File: src/kre_pkg.sv
package kre_pkg;

    localparam int VALUE_W = 32;
    localparam int NDIG    = 10;
    localparam int BCD_W   = 4 * NDIG;
    localparam int BITCNT_W = 6;

    localparam logic [1:0] CFG_SHIFT = 2'd0;
    localparam logic [1:0] CFG_ENTER = 2'd1;
    localparam logic [1:0] CFG_TAB   = 2'd2;

    localparam logic [2:0] ACT_CHAR    = 3'd0;
    localparam logic [2:0] ACT_NUM_NAT = 3'd1;
    localparam logic [2:0] ACT_NUM_FIX = 3'd2;
    localparam logic [2:0] ACT_ENTER   = 3'd3;
    localparam logic [2:0] ACT_TAB     = 3'd4;

    localparam logic [7:0] KEY_ZERO_DIGIT = 8'd39;

    typedef enum logic [2:0] {
        ST_IDLE,
        ST_CONV,
        ST_ALIGN,
        ST_PRESS,
        ST_RELEASE
    } state_t;

    typedef struct packed {
        logic load;
        logic shift;
    } dctrl_t;

    typedef struct packed {
        logic       busy;
        logic [3:0] top;
    } dstat_t;

    typedef struct packed {
        logic       upper;
        logic [7:0] key;
    } char_map_t;

    function automatic char_map_t char_map(input logic [7:0] c);
        char_map_t m;
        m.upper = 1'b0;
        m.key   = 8'd0;
        if (c >= 8'd65 && c <= 8'd90)
        begin
            m.upper = 1'b1;
            m.key   = c - 8'd61;
        end
        else if (c >= 8'd97 && c <= 8'd122)
        begin
            m.key = c - 8'd93;
        end
        else if (c == 8'd48)
        begin
            m.key = KEY_ZERO_DIGIT;
        end
        else if (c >= 8'd49 && c <= 8'd57)
        begin
            m.key = c - 8'd19;
        end
        return m;
    endfunction

    function automatic logic [7:0] digit_key(input logic [3:0] d);
        logic [7:0] k;
        if (d == 4'd0)
            k = KEY_ZERO_DIGIT;
        else
            k = 8'd29 + {4'd0, d};
        return k;
    endfunction

endpackage

File: src/kre_digit_unit.sv
module kre_digit_unit
    import kre_pkg::*;
(
    input  logic               clk,
    input  logic               rst_n,
    input  dctrl_t             ctrl,
    input  logic [VALUE_W-1:0] value,
    output dstat_t             stat
);

    logic [VALUE_W-1:0]  bin_reg, bin_next;
    logic [BCD_W-1:0]    bcd_reg, bcd_next;
    logic [BITCNT_W-1:0] bitcnt_reg, bitcnt_next;
    logic [BCD_W-1:0]    bcd_adj;

    always_comb
    begin
        for (int i = 0; i < NDIG; i++)
        begin
            if (bcd_reg[4*i +: 4] >= 4'd5)
                bcd_adj[4*i +: 4] = bcd_reg[4*i +: 4] + 4'd3;
            else
                bcd_adj[4*i +: 4] = bcd_reg[4*i +: 4];
        end
    end

    always_comb
    begin
        bin_next    = bin_reg;
        bcd_next    = bcd_reg;
        bitcnt_next = bitcnt_reg;
        if (ctrl.load)
        begin
            bin_next    = value;
            bcd_next    = '0;
            bitcnt_next = BITCNT_W'(VALUE_W);
        end
        else if (bitcnt_reg != '0)
        begin
            bin_next    = {bin_reg[VALUE_W-2:0], 1'b0};
            bcd_next    = {bcd_adj[BCD_W-2:0], bin_reg[VALUE_W-1]};
            bitcnt_next = bitcnt_reg - BITCNT_W'(1);
        end
        else if (ctrl.shift)
        begin
            bcd_next = {bcd_reg[BCD_W-5:0], 4'd0};
        end
    end

    always_ff @(posedge clk or negedge rst_n)
    begin
        if (!rst_n)
            bitcnt_reg <= '0;
        else
            bitcnt_reg <= bitcnt_next;
    end

    always_ff @(posedge clk)
    begin
        bin_reg <= bin_next;
        bcd_reg <= bcd_next;
    end

    assign stat.busy = (bitcnt_reg != '0);
    assign stat.top  = bcd_reg[BCD_W-1 -: 4];

endmodule

File: src/keystroke_report_encoder_unit.sv
// Keystroke report encoder.
// Input channel (in_valid / in_stall): one typing request per beat: a
// character, a decimal number of natural or fixed length, enter or tab.
// Output channel (out_valid / out_stall): one keyboard report per beat,
// press then release for each keystroke; last marks the request's final one.
// Configuration: cfg_we writes cfg_wdata into the register at cfg_index
// (0 shift modifier, 1 enter key, 2 tab key); write only while idle.
// Sequence: a character, enter or tab request is accepted, then its press
// and release reports go out. A number request is accepted, converted
// bit-serially from binary to decimal, shifted past skipped leading digit
// positions, and then each typed digit is aligned, pressed and released.
// Requests that produce nothing leave the block ready next cycle.
// The single output register holds a report while out_stall is high; the
// block accepts a new request while its last report still waits.
// Reset clears the output register's valid and restores the configuration
// registers to 2, 40 and 43.
module keystroke_report_encoder_unit
    import kre_pkg::*;
#(
    parameter int MAX_DIGITS = 10
)
(
    input  logic                clk,
    input  logic                rst_n,
    input  logic                cfg_we,
    input  logic [1:0]          cfg_index,
    input  logic [7:0]          cfg_wdata,
    input  logic                in_valid,
    output logic                in_stall,
    input  logic [2:0]          action,
    input  logic [7:0]          char_code,
    input  logic [VALUE_W-1:0]  value,
    input  logic [7:0]          digit_count,
    input  logic                link_configured,
    output logic                out_valid,
    input  logic                out_stall,
    output logic [7:0]          modifier,
    output logic [7:0]          keycode,
    output logic                is_press,
    output logic                last
);

    localparam int MAXD = (MAX_DIGITS > NDIG) ? MAX_DIGITS : NDIG;
    localparam int PW   = $clog2(MAXD + 1);

    state_t state_reg, state_next;

    logic [7:0] shift_code_reg, enter_code_reg, tab_code_reg;

    logic          out_valid_reg, out_valid_next;
    logic [7:0]    modifier_reg, modifier_next;
    logic [7:0]    keycode_reg, keycode_next;
    logic          is_press_reg, is_press_next;
    logic          last_reg, last_next;

    logic [7:0]    pmod_reg, pmod_next;
    logic [7:0]    pkey_reg, pkey_next;
    logic          last_pair_reg, last_pair_next;
    logic          digit_reg, digit_next;
    logic          pad_reg, pad_next;
    logic          natural_reg, natural_next;
    logic [PW-1:0] pos_reg, pos_next;
    logic [PW-1:0] dpos_reg, dpos_next;

    dctrl_t    dctrl;
    dstat_t    dstat;
    char_map_t cmap;

    logic in_acc;
    logic out_free;
    logic fix_ok;
    logic skip;
    logic pad_now;

    kre_digit_unit u_digit
    (
        .clk   (clk),
        .rst_n (rst_n),
        .ctrl  (dctrl),
        .value (value),
        .stat  (dstat)
    );

    assign in_stall = (state_reg != ST_IDLE);
    assign in_acc   = in_valid && !in_stall;
    assign out_free = !out_valid_reg || !out_stall;
    assign fix_ok   = (digit_count != 8'd0) && (digit_count <= 8'(MAX_DIGITS));
    assign cmap     = char_map(char_code);
    assign pad_now  = (pos_reg > dpos_reg);
    assign skip     = (pos_reg < dpos_reg)
                   || (natural_reg && (pos_reg == dpos_reg) && (dstat.top == 4'd0)
                       && (pos_reg > PW'(1)));

    always_comb
    begin
        state_next = state_reg;
        case (state_reg)
            ST_IDLE:
            begin
                if (in_acc && link_configured)
                begin
                    case (action)
                        ACT_CHAR, ACT_ENTER, ACT_TAB: state_next = ST_PRESS;
                        ACT_NUM_NAT:                  state_next = ST_CONV;
                        ACT_NUM_FIX:
                        begin
                            if (fix_ok)
                                state_next = ST_CONV;
                        end
                        default:                      state_next = ST_IDLE;
                    endcase
                end
            end
            ST_CONV:
            begin
                if (!dstat.busy)
                    state_next = ST_ALIGN;
            end
            ST_ALIGN:
            begin
                if (!skip)
                    state_next = ST_PRESS;
            end
            ST_PRESS:
            begin
                if (out_free)
                    state_next = ST_RELEASE;
            end
            ST_RELEASE:
            begin
                if (out_free)
                    state_next = (digit_reg && !last_pair_reg) ? ST_ALIGN : ST_IDLE;
            end
            default: state_next = ST_IDLE;
        endcase
    end

    always_comb
    begin
        dctrl          = '0;
        out_valid_next = out_valid_reg && out_stall;
        modifier_next  = modifier_reg;
        keycode_next   = keycode_reg;
        is_press_next  = is_press_reg;
        last_next      = last_reg;
        pmod_next      = pmod_reg;
        pkey_next      = pkey_reg;
        last_pair_next = last_pair_reg;
        digit_next     = digit_reg;
        pad_next       = pad_reg;
        natural_next   = natural_reg;
        pos_next       = pos_reg;
        dpos_next      = dpos_reg;
        case (state_reg)
            ST_IDLE:
            begin
                if (in_acc)
                begin
                    dctrl.load     = 1'b1;
                    last_pair_next = 1'b1;
                    digit_next     = 1'b0;
                    pad_next       = 1'b0;
                    natural_next   = (action == ACT_NUM_NAT);
                    dpos_next      = PW'(NDIG);
                    pmod_next      = 8'd0;
                    pkey_next      = 8'd0;
                    if (action == ACT_NUM_NAT)
                        pos_next = PW'(NDIG);
                    else
                        pos_next = PW'(digit_count);
                    case (action)
                        ACT_CHAR:
                        begin
                            pmod_next = cmap.upper ? shift_code_reg : 8'd0;
                            pkey_next = cmap.key;
                        end
                        ACT_ENTER:   pkey_next  = enter_code_reg;
                        ACT_TAB:     pkey_next  = tab_code_reg;
                        ACT_NUM_NAT: digit_next = 1'b1;
                        ACT_NUM_FIX: digit_next = 1'b1;
                        default:     digit_next = 1'b0;
                    endcase
                end
            end
            ST_ALIGN:
            begin
                if (skip)
                begin
                    dctrl.shift = 1'b1;
                    dpos_next   = dpos_reg - PW'(1);
                    if (pos_reg == dpos_reg)
                        pos_next = pos_reg - PW'(1);
                end
                else
                begin
                    natural_next   = 1'b0;
                    pad_next       = pad_now;
                    pmod_next      = 8'd0;
                    pkey_next      = digit_key(pad_now ? 4'd0 : dstat.top);
                    last_pair_next = (pos_reg == PW'(1));
                end
            end
            ST_PRESS:
            begin
                if (out_free)
                begin
                    out_valid_next = 1'b1;
                    modifier_next  = pmod_reg;
                    keycode_next   = pkey_reg;
                    is_press_next  = 1'b1;
                    last_next      = 1'b0;
                end
            end
            ST_RELEASE:
            begin
                if (out_free)
                begin
                    out_valid_next = 1'b1;
                    modifier_next  = 8'd0;
                    keycode_next   = 8'd0;
                    is_press_next  = 1'b0;
                    last_next      = last_pair_reg;
                    if (digit_reg && !last_pair_reg)
                    begin
                        pos_next = pos_reg - PW'(1);
                        if (!pad_reg)
                        begin
                            dctrl.shift = 1'b1;
                            dpos_next   = dpos_reg - PW'(1);
                        end
                    end
                end
            end
            default: dctrl = '0;
        endcase
    end

    always_ff @(posedge clk or negedge rst_n)
    begin
        if (!rst_n)
        begin
            state_reg      <= ST_IDLE;
            out_valid_reg  <= 1'b0;
            shift_code_reg <= 8'd2;
            enter_code_reg <= 8'd40;
            tab_code_reg   <= 8'd43;
        end
        else
        begin
            state_reg     <= state_next;
            out_valid_reg <= out_valid_next;
            if (cfg_we)
            begin
                case (cfg_index)
                    CFG_SHIFT: shift_code_reg <= cfg_wdata;
                    CFG_ENTER: enter_code_reg <= cfg_wdata;
                    CFG_TAB:   tab_code_reg   <= cfg_wdata;
                    default:   tab_code_reg   <= tab_code_reg;
                endcase
            end
        end
    end

    always_ff @(posedge clk)
    begin
        modifier_reg  <= modifier_next;
        keycode_reg   <= keycode_next;
        is_press_reg  <= is_press_next;
        last_reg      <= last_next;
        pmod_reg      <= pmod_next;
        pkey_reg      <= pkey_next;
        last_pair_reg <= last_pair_next;
        digit_reg     <= digit_next;
        pad_reg       <= pad_next;
        natural_reg   <= natural_next;
        pos_reg       <= pos_next;
        dpos_reg      <= dpos_next;
    end

    assign out_valid = out_valid_reg;
    assign modifier  = modifier_reg;
    assign keycode   = keycode_reg;
    assign is_press  = is_press_reg;
    assign last      = last_reg;

    a_press_not_last: assert property (@(posedge clk) disable iff (!rst_n)
        (out_valid && is_press) |-> !last)
        else $error("press beat marked last");

    a_release_zero: assert property (@(posedge clk) disable iff (!rst_n)
        (out_valid && !is_press) |-> (modifier == 8'd0 && keycode == 8'd0))
        else $error("release beat carries nonzero data");

    a_release_follows: assert property (@(posedge clk) disable iff (!rst_n)
        (out_valid && !out_stall && is_press) |=> (out_valid && !is_press))
        else $error("release beat does not follow press");

    a_align_bounds: assert property (@(posedge clk) disable iff (!rst_n)
        (state_reg == ST_ALIGN) |-> (pos_reg != '0 && dpos_reg <= PW'(NDIG)))
        else $error("digit position out of range");

endmodule

File: config.mk
export PLATFORM = sky130hd
export DESIGN_NAME = keystroke_report_encoder_unit
export DESIGN_NICKNAME = d
export VERILOG_FILES = /design/src/kre_pkg.sv /design/src/kre_digit_unit.sv /design/src/keystroke_report_encoder_unit.sv
export SDC_FILE = /design/constraint.sdc
export NUM_CORES = 1
export LEC_CHECK = 0
export CAP_MARGIN = 10
export CELL_PAD_IN_SITES_DETAIL_PLACEMENT = 2
export CELL_PAD_IN_SITES_GLOBAL_PLACEMENT = 2
export CORE_MARGIN = 10
export CORE_UTILIZATION = 43
export DETAILED_ROUTE_END_ITERATION = 16
export DONT_BUFFER_PORTS = 1
export GPL_TIMING_DRIVEN = 0
export MAX_ROUTING_LAYER = met4
export PLACE_DENSITY = 0.81
export REMOVE_ABC_BUFFERS = 1
export SLEW_MARGIN = 10
export SYNTH_ARGS = -nofsm -noshare
export SYNTH_HDL_FRONTEND = slang
export SYNTH_HIERARCHICAL = 1
export SYNTH_SLANG_ARGS = --single-unit
File: constraint.sdc
create_clock -name clk -period 3.9 [get_ports clk]
set_input_delay 0.39 -clock clk [delete_from_list [all_inputs] [get_ports clk]]
set_output_delay 0.39 -clock clk [all_outputs]
set_load 0.01 [all_outputs]
==> flow_summary_export.csv, run 1 <==
group,metric,value,unit
status,status,"finished clean",
timing,min_period,3277,ps
timing,setup_viol,0,
synth,async_flop_share,22.37,%
timing,rsz0062_at_grt,"false",
synth,netlist_top_cells_area,"edfxtp_1 (29%), dfxtp_1 (9.7%), dfrtp_1 (8.2%)",
synth,yosysSeqAreaShare,48.73,%
die,dieHeight,158.2,um
power_and_ir_drop,p_leak,0.003483,uW
die,dieArea,25030,sq um
die,rows,50,
timing,worst_slack,623.5,ps
synth,synth_top_cell_area_share,28.51,%
synth,yosys_register_bits,152,
placed_design,hpwl,15500,um
final_layout,areaGrowthSynthToFinish,11.39,%
worst_setup_path,worstSetupStartpointType,"register",
synth,synth_ff_type,"edfxtp_1",
final_layout,drive_gt1_share,17.37,%
placed_design,place_congestion,0.8351,
final_layout,fillers,1826,
timing,hold-worst-slack,103.3,ps
clock_tree,hold_buffers,2,
final_layout,regArea,4003,sq um
synth,postSynthCellCount,731,
global_routing,grt_pass1_wl,35910,um
timing,period_share,84.01,%
power_and_ir_drop,power_per_cell_area,917.5,nW/um^2
routing,wl_per_cell,22.79,um
synth,yosysUniqueCellTypes,66,
global_routing,grt_overflow_total,0,
timing,skew,13.63,ps
global_routing,use_met3,4.261,%
routing,drt_iter0_markers,316,
clock_tree,clock_path_buffers,2,
synth,synth.largest_area_cell,"edfxtp_1",
placed_design,pre_cts_ws,619.4,ps
global_routing,met2_usage,31.57,%
global_routing,first_global_vias,6440,
routing,drtAntennaViolNets,0,
die,start_util,43.77,%
clock_tree,clock_latency,430,ps
global_routing,antenna_found_initial,1,
worst_setup_path,criticalPathCategory,"register to register",
worst_hold_path,hp-class,"input port to register",
routing,first_pass_iters,4,
synth,yosysMostFrequentCell,"edfxtp_1",
worst_setup_path,worstSetupEndpointType,"register",
worst_setup_path,cp.required,3960,ps
timing,maxSlewViolCount,0,
global_routing,top_usage_layer,"met2",
clock_tree,cts_resized,0,
placed_design,portBuffers,0,
timing,max_freq,305.2,MHz
worst_setup_path,crit_arrival,3340,ps
timing,finalHoldViolCount,0,
clock_tree,clock-root-buffer,"clkbuf_16",
global_routing,grt_use_total,18.65,%
final_layout,diodes,0,
synth,syn_area_per_cell,11.24,sq um
timing,slew_headroom,27.85,%
clock_tree,h-tree-depth,4,
power_and_ir_drop,peakVddDrop,393.7,uV
global_routing,grt_use_met1,21.80,%
routing,vias,5745,
die,core,18770,sq um
routing,drc,0,
global_routing,grt_max_degree,39,
clock_tree,cts_setup_buffers,0,
final_layout,largest_reg_flops,40,
routing,wl,21990,um
clock_tree,cts_tree,"yes",
synth,netlist_area,8214,sq um
clock_tree,cts_buffers,17,
final_layout,fin_nets,821,
final_layout,multiInputGateArea,3881,sq um
clock_tree,cts_sinks,152,
die,die_w,158.2,um
worst_setup_path,cp_max_fo,33,
synth,synthTopCellsByCount,"edfxtp_1 (78), mux2_2 (56), a211oi_1 (49), dfxtp_1 (40), inv_1 (39)",
synth,yosysWarnings,6,
timing,worstMarginPinSlew,1076,ps
run,drv_cap,0,
synth,synth_edf_count,78,
clock_tree,clk_pin_slew,70,ps
die,io_pins,87,
routing,viasPerCell,5.953,
## stage by stage
| stage | utilization [%] | power [uW] | TNS (ps) | std cells | cell area (sq um) |
|---|---|---|---|---|---|
| 2_1_floorplan | - | 5555 | -144800 | 689 | 8004 |
| 3_3_place_gp | 44.21 | 6156 | -366720 | 923 | 8297 |
| 3_5_place_dp | 45.12 | 6550 | 0 | 931 | 8468 |
| 4_1_cts | 48.75 | 8483 | 0 | 965 | 9150 |
| 5_1_grt | 48.75 | 8992 | 0 | 965 | 9150 |
| 6_report | 48.75 | 8396 | 0 | 965 | 9150 |
## power breakdown
group,internal (uW),leakage (uW),switching (uW)
combinational,1500,0.00166,1870
clock,1050,0.000315,771
sequential,2610,0.00151,588
## cells by family (layout without fill, tap and decap cells)
kind of cell | after synthesis | count (layout) | synth area share [%]
AO/OA/AOI/OAI | 167 | 167 | 13.97
buffers and inverters | 82 | 82 | 4.387
multiplexers | 94 | 94 | 12.31
flip-flops | 152 | 152 | 48.73
XOR/XNOR | 21 | 21 | 2.239
adder cells (fa/ha/maj) | 36 | 36 | 5.484
AND/OR/NAND/NOR | 179 | 179 | 12.89
## cells in the final DEF, fill, tap and decap left out, types with 8 or more instances in the layout
cell type | synthesis | layout
a21oi_1 | 37 | 35
inv_1 | 39 | 39
nand2_1 | 29 | 29
nor2b_1 | 20 | 20
clkbuf_16 | 0 | 17
nor3_1 | 8 | 8
dfxtp_1 | 40 | 40
o211a_1 | 9 | 9
o21ai_0 | 25 | 24
nor3b_1 | 19 | 19
edfxtp_1 | 78 | 78
mux2_2 | 56 | 56
mux2i_1 | 38 | 38
o21a_1 | 10 | 10
nand3_1 | 14 | 14
dfrtp_1 | 27 | 27
xnor2_1 | 20 | 20
nand2b_1 | 14 | 13
nor2_1 | 26 | 25
a211oi_1 | 49 | 49
and2_1 | 12 | 12
ha_1 | 36 | 36
## per-layer routing
layer	up-vias	wire length (um)
li1	2670	-
met1	2947	9563
met2	105	11130
met3	23	986
met4	0	312
met5	-	0
## critical path: stages, from the launching register on
cell and delay, ps:
dfrtp_1 530, or3_1 530, nor2_4 680, buf_12 290, buf_16 190, nand2b_2 630
## final cells by class
cell class	count	share of cell area, %
sequential	152	43.74
timing repair buffer	10	1.873
multi-input combinational	497	42.42
tap	234	3.200
clock inverter	15	2.475
clock buffer	17	4.649
inverter	40	1.641
## final timing paths
path	startpoint	to	slack, ps	cells after the start
worst max-delay path	state_reg[1]$_DFFE_PN0P_	u_digit/bin_reg[23]$_DFFE_PP_	620	5
min in group asynchronous	rst_n	u_digit/bitcnt_reg[5]$_DFFE_PN0P_	410	2
max in group asynchronous	rst_n	enter_code_reg[3]$_DFFE_PN1P_	3240	2
worst min register to register	shift_code_reg[0]$_DFFE_PN0P_	shift_code_reg[0]$_DFFE_PN0P_	520	1
worst max register to register	state_reg[1]$_DFFE_PN0P_	u_digit/bin_reg[23]$_DFFE_PP_	620	5
worst min-delay path	cfg_wdata[4]	shift_code_reg[4]$_DFFE_PN0P_	100	1
(Power assumes the default switching activity.)
==> run 2, diff against run 1 <==
Settings changed: ABC_AREA set to 1, CORE_UTILIZATION 43 to 34, PLACE_DENSITY 0.81 to 0.77.
Clock period 3.9 ns to 2.6 ns, I/O delays scaled along.
==> run 2 against run 1 <==
  * Final area rose by 12%
  * Via count increased by 36%
  * Cell count is 59% higher
  * Sequential cell count unchanged
  * Clock skew is 1.9 ps higher
  * Largest power group unchanged
  * Highest routed layer unchanged
==> flow_summary_export.csv, run 2 <==
group,metric,value,unit
routing,drc,0,
timing,rsz0062_at_grt,"false",
global_routing,grt_pass1_wl,45810,um
final_layout,fillers,2943,
die,start_util,34.79,%
synth,postSynthCellCount,1171,
routing,drtAntennaViolNets,0,
synth,synth_xor_area_share,1.921,%
synth,synth_ff_type,"edfxtp_1",
final_layout,largest_reg_flops,40,
worst_setup_path,crit_arrival,2720,ps
timing,worstMarginPinSlew,889.1,ps
final_layout,final_cell_mix,"nand2_1 (349), inv_1 (152), nor2_1 (90)",
placed_design,placed_cell_area,9238,sq um
synth,async_flop_share,22.37,%
placed_design,place_congestion,0.7938,
synth,yosys.area_share.simple,31.85,%
clock_tree,clk_pin_slew,70,ps
die,dieHeight,183.8,um
clock_tree,cts_sinks,152,
synth,yosysWarnings,6,
clock_tree,cts_tree,"yes",
routing,viasPerCell,5.078,
synth,syn_area_per_cell,7.786,sq um
worst_setup_path,worstSetupStartpointType,"register",
clock_tree,clock_path_buffers,2,
timing,period_share,91.77,%
synth,synth_top_family_by_area,"simple AND/OR/NAND/NOR gates",
final_layout,final_common_cell,"nand2_1",
routing,wl_met2,14880,um
run,drv_cap,0,
synth,synthAdderAreaFrac,4.940,%
placed_design,dpl.cell_count,1459,
synth,yosysMostFrequentCell,"nand2_1",
die,rows,59,
routing,vias,7785,
synth,synth-compound-area-share,5.997,%
worst_setup_path,slowest_delay,420,ps
routing,wl_per_cell,18.24,um
power_and_ir_drop,peakVddDrop,392.3,uV
worst_setup_path,path_delay_family,"simple AND/OR/NAND/NOR gates",
synth,yosys_register_bits,152,
worst_setup_path,crit_chain,"nor2_1, inv_2, nor2_1, inv_1, nor2_4, buf_12, inv_8, nand2_4, inv_4, nand3_1, nand2_1",
synth,synthMuxAreaShare,0,%
timing,maxSlewViolCount,0,
worst_setup_path,cp.required,2940,ps
global_routing,grt_overflow_total,0,
routing,met3_length,756,um
timing,skew,15.55,ps
synth,synthTopCellsByCount,"nand2_1 (352), inv_1 (153), nor2_1 (93), edfxtp_1 (78), nand4_1 (72)",
final_layout,diodes,0,
global_routing,first_global_vias,8561,
synth,synth.largest_area_cell,"edfxtp_1",
placed_design,portBuffers,0,
worst_hold_path,hp-class,"input port to register",
synth,yosysSeqAreaShare,43.90,%
final_layout,drive_gt1_share,10.60,%
final_layout,stdcell_count,1533,
global_routing,grt_use_total,17.34,%
status,status,"finished clean",
final_layout,fin_nets,1288,
placed_design,pre_cts_ws,-1686,ps
synth,netlist_top_cells_area,"edfxtp_1 (26%), nand2_1 (14%), dfxtp_1 (8.8%)",
clock_tree,h-tree-depth,4,
worst_setup_path,worstSetupEndpointType,"register",
timing,slew_headroom,40.66,%
final_layout,areaGrowthSynthToFinish,12.86,%
synth,yosysUniqueCellTypes,42,
routing,first_pass_iters,4,
die,die_w,183.8,um
power_and_ir_drop,power_per_cell_area,1256,nW/um^2
worst_setup_path,critPathSlowestCell,"dfrtp_1",
worst_setup_path,criticalPathCategory,"register to register",
global_routing,antenna_found_initial,0,
die,core,26210,sq um
clock_tree,clock_latency,440,ps
timing,worst_slack,214.0,ps
synth,netlist_area,9117,sq um
synth,synth_top_cell_area_share,25.69,%
die,dieArea,33770,sq um
routing,drt_iter0_markers,411,
synth,synth_edf_count,78,
die,io_pins,87,
clock_tree,cts_buffers,17,
timing,max_freq,419.1,MHz
timing,setup_viol,0,
global_routing,grt_max_degree,66,
worst_setup_path,path_common_cell,"nor2_1",
routing,wl,27960,um
placed_design,hpwl,18420,um
worst_setup_path,cp.buffers_inverters,5,
worst_setup_path,cp_max_fo,65,
clock_tree,clock-root-buffer,"clkbuf_16",
power_and_ir_drop,p_leak,0.004852,uW
routing,wl_met1,12060,um
routing,top_layer_used,"met4",
final_layout,final_area,10290,sq um
timing,finalHoldViolCount,0,
timing,fin_setup_tns,0,ps
timing,min_period,2386,ps
==> run 2: path summary, 6_finish.rpt <==
check | startpoint | to | slack [ps] | cells after the start
max in group asynchronous | rst_n | tab_code_reg[1]$_DFFE_PN1P_ | 2040 | 2
worst max register to register | state_reg[0]$_DFFE_PN0P_ | u_digit/bcd_reg[28]$_SDFFE_PP0P_ | 210 | 11
min in group asynchronous | rst_n | out_valid$_DFF_PN0_ | 310 | 2
worst min register to register | u_digit/bin_reg[31]$_DFFE_PP_ | u_digit/bcd_reg[0]$_SDFFE_PP0P_ | 460 | 2
worst max-delay path | state_reg[0]$_DFFE_PN0P_ | u_digit/bcd_reg[28]$_SDFFE_PP0P_ | 210 | 11
worst min-delay path | value[14] | u_digit/bin_reg[14]$_DFFE_PP_ | 10 | 2
==> run 2: layout make-up <==
cell class	instances	area, sq um	share of cell area (%)
Clock buffer	17	425.4	4.134
Timing Repair Buffer	41	425.4	4.134
Timing Repair inverter	1	7.507	0.07296
Tap cell	335	419.2	4.073
Clock inverter	15	185.2	1.800
Inverter	171	658.1	6.396
Sequential cell	152	4003	38.90
Multi-Input combinational cell	801	4167	40.49
==> run 2: per-layer routing <==
metal  track usage, %  up-vias
li1                 -     3811
met1            19.63     3873
met2            31.18       88
met3            3.261       13
met4            3.605        0
met5                -        -
==> run 2: power breakdown <==
part	internal, uW	switching, uW
Sequential	3880	751
Clock	1450	1170
Combinational	1790	3880
Total	7120	5800
==> run 2: timing repair <==
action                                  CTS  global route
pin swaps                                 3             1
resized for setup                        10             6
endpoints found under the setup margin   91            62
cloned                                    5             0
hold buffers                             23             0
endpoints found under the hold margin    58             0
buffers inserted                         13             1
==> run 2: cell families (layout without fill, tap and decap cells) <==
kind of cell | count (synthesis) | in the layout
adder cells (fa/ha/maj) | 36 | 36
AND/OR/NAND/NOR | 634 | 638
XOR/XNOR | 20 | 20
AO/OA/AOI/OAI | 107 | 107
buffers and inverters | 222 | 245
flip-flops | 152 | 152
==> run 2: worst register-to-register path: cells and delay by family (launching register included) <==
family	cells	cell delay, ps
buf+inv	5	850
flops	1	420
simple gates	6	1000
==> run 2: through the flow <==
step / hold WS, ps / total power [uW] / utilization [%]
after CTS: 0.3206 / 13040 / 39.17
after global placement: -32.84 / 9455 / 34.89
after floorplan: -35.59 / 8169 / -
final: 12.39 / 12920 / 39.26
after global routing: 3.441 / 14100 / 39.26
after detailed placement: -33.45 / 9934 / 35.25
==> run 3, diff against run 2 <==
Settings changed: REMOVE_ABC_BUFFERS 1 to not set.
==> run 3 against run 2 <==
  * Final area up 2.2%
  * Maximum frequency down 0.18%
  * Wire length up 5.8%
  * Cell count up 2.3%
  * Hold slack better by 2.3 ps
  * Sequential power about the same
  * Clock power up 4%
  * Clock-buffer cell count unchanged
  * Sequential cell count unchanged
  * Critical path depth down 1
  * Critical path type unchanged
  * Highest routed layer unchanged
==> flow_summary_export.csv, run 3 (synthesis results as in run 2) <==
group,metric,value,unit
die,core,26210,sq um
timing,period_share,91.93,%
worst_setup_path,crit_chain,"nor2_1, inv_2, nor2_1, inv_1, nor2_2, inv_2, buf_2, buf_2, nand2_1, nand2_1",
worst_setup_path,r2r_setup_slack,210,ps
timing,max_freq,418.4,MHz
placed_design,hpwl,21490,um
synth,syn-num-nets,1274,
worst_setup_path,r2r-end,"u_digit/bin_reg[26]$_DFFE_PP_",
timing,skew,14.06,ps
worst_setup_path,criticalPathCategory,"register to register",
worst_setup_path,worstSetupStartpointType,"register",
final_layout,areaGrowthSynthToFinish,15.34,%
timing,fin_setup_tns,0,ps
final_layout,diodes,0,
clock_tree,h-tree-depth,4,
worst_setup_path,slowest_delay,450,ps
final_layout,fin_nets,1324,
final_layout,final_cell_mix,"nand2_1 (350), inv_1 (153), nor2_1 (90)",
run,drv_cap,0,
timing,maxSlewViolCount,0,
clock_tree,clk_pin_slew,80,ps
worst_hold_path,hp-class,"input port to register",
global_routing,grt_overflow_total,0,
worst_setup_path,rr_startpoint,"state_reg[0]$_DFFE_PN0P_",
global_routing,antenna_found_initial,0,
worst_setup_path,worstSetupEndpointType,"register",
routing,top_layer_used,"met4",
worst_setup_path,cp.buffers_inverters,5,
clock_tree,clock_path_buffers,2,
routing,wl_met2,15180,um
routing,vias,7971,
power_and_ir_drop,peakVddDrop,384.7,uV
timing,worstMarginPinSlew,655.2,ps
timing,hold-worst-slack,14.67,ps
routing,wl_per_cell,18.86,um
routing,drc,0,
timing,slew_headroom,56.32,%
die,io_pins,87,
status,status,"finished clean",
timing,finalHoldViolCount,0,
worst_setup_path,r2r_cells,10,
global_routing,grt_pass1_wl,48270,um
timing,setup_viol,0,
worst_setup_path,cp.required,2790,ps
die,die_w,183.8,um
clock_tree,clock_latency,440,ps
timing,min_period,2390,ps
routing,wl_met1,13080,um
global_routing,grt_max_degree,35,
worst_setup_path,critPathSlowestCell,"nor2_2",
placed_design,portBuffers,0,
worst_setup_path,crit_arrival,2580,ps
worst_hold_path,min-delay-start,"value[10]",
die,dieHeight,183.8,um
placed_design,place_congestion,0.8149,
routing,first_pass_iters,4,
routing,drtAntennaViolNets,0,
power_and_ir_drop,power_per_cell_area,1266,nW/um^2
die,dieArea,33770,sq um
global_routing,grt_use_total,18.41,%
clock_tree,clock-root-buffer,"clkbuf_16",
worst_setup_path,path_delay_family,"simple AND/OR/NAND/NOR gates",
final_layout,largest_reg_flops,40,
final_layout,drive_gt1_share,12.16,%
clock_tree,cts_tree,"yes",
final_layout,fillers,2967,
worst_hold_path,whs_path_depth,2,
die,rows,59,
routing,viasPerCell,5.080,
power_and_ir_drop,p_leak,0.005027,uW
clock_tree,cts_buffers,17,
worst_hold_path,holdPathEnd,"u_digit/bin_reg[10]$_DFFE_PP_",
worst_setup_path,cp_max_fo,10,
final_layout,final_common_cell,"nand2_1",
routing,wl,29590,um
global_routing,first_global_vias,8972,
routing,drt_iter0_markers,306,
clock_tree,cts_sinks,152,
die,start_util,34.79,%
routing,met3_length,827,um
[run 3: how the worst max path moves through the flow]
stage | start | to | slack, ps | depth (start not counted)
floorplan | pos_reg[3]$_DFFE_PP_ | last_pair_reg$_SDFFCE_PN1P_ | 520 | 7
global placement | state_reg[0]$_DFFE_PN0P_ | u_digit/bin_reg[31]$_DFFE_PP_ | -110 | 7
detailed placement | state_reg[0]$_DFFE_PN0P_ | u_digit/bin_reg[11]$_DFFE_PP_ | -130 | 7
CTS | pos_reg[3]$_DFFE_PP_ | pmod_reg[2]$_SDFFCE_PP0P_ | 3 | 7
global route | pos_reg[3]$_DFFE_PP_ | u_digit/bcd_reg[22]$_SDFFE_PP0P_ | -10 | 13
finish | state_reg[0]$_DFFE_PN0P_ | u_digit/bin_reg[26]$_DFFE_PP_ | 210 | 10
[run 3: layout make-up]
class | count | area [sq um] | area share [%]
well taps | 335 | 419.2 | 3.986
repair buffers | 31 | 315.3 | 2.998
flip-flops and latches | 152 | 4003 | 38.06
multi-input cells | 797 | 4090 | 38.89
clock inverters | 15 | 202.7 | 1.927
inverters | 171 | 645.6 | 6.139
plain buffers | 51 | 415.4 | 3.950
clock buffers | 17 | 425.4 | 4.045
[run 3: routing by layer]
metal  GRT usage, %  vias to the layer above
met5              -                        -
met1          21.14                     3957
met3          2.767                       31
met4          5.736                        0
li1               -                     3882
met2          32.39                      101
[run 3: through the flow]
stage / util [%] / setup slack (ps) / power [uW] / cell area [sq um] / instances
global placement: 36.39 / -112.4 / 10050 / 9537 / 1506
detailed placement: 36.46 / -133.4 / 10440 / 9554 / 1507
floorplan: - / 520.4 / 8582 / 9117 / 1171
global route: 40.13 / -13.53 / 14480 / 10520 / 1569
finish: 40.13 / 209.7 / 13310 / 10520 / 1569
CTS: 39.90 / 2.751 / 13350 / 10460 / 1565
[run 3: power breakdown]
group          internal [uW]  switching, uW  total (uW)
clock network           1560           1170        2730
registers               3880            761        4640
logic                   1970           3970        5940
[run 3: worst reg2reg max path, delay by kind of cell (launching register included)]
kind	cells	cell delay (ps)
DFF	1	440
and+or+nand+nor	5	930
buffers and inverters	5	780
[run 3: timing repair]
action                                  in CTS  in global routing
resized for setup                            1                 15
hold buffers                                26                  0
buffers inserted                             0                  4
endpoints found under the hold margin       58                  0
endpoints found under the setup margin      40                 86
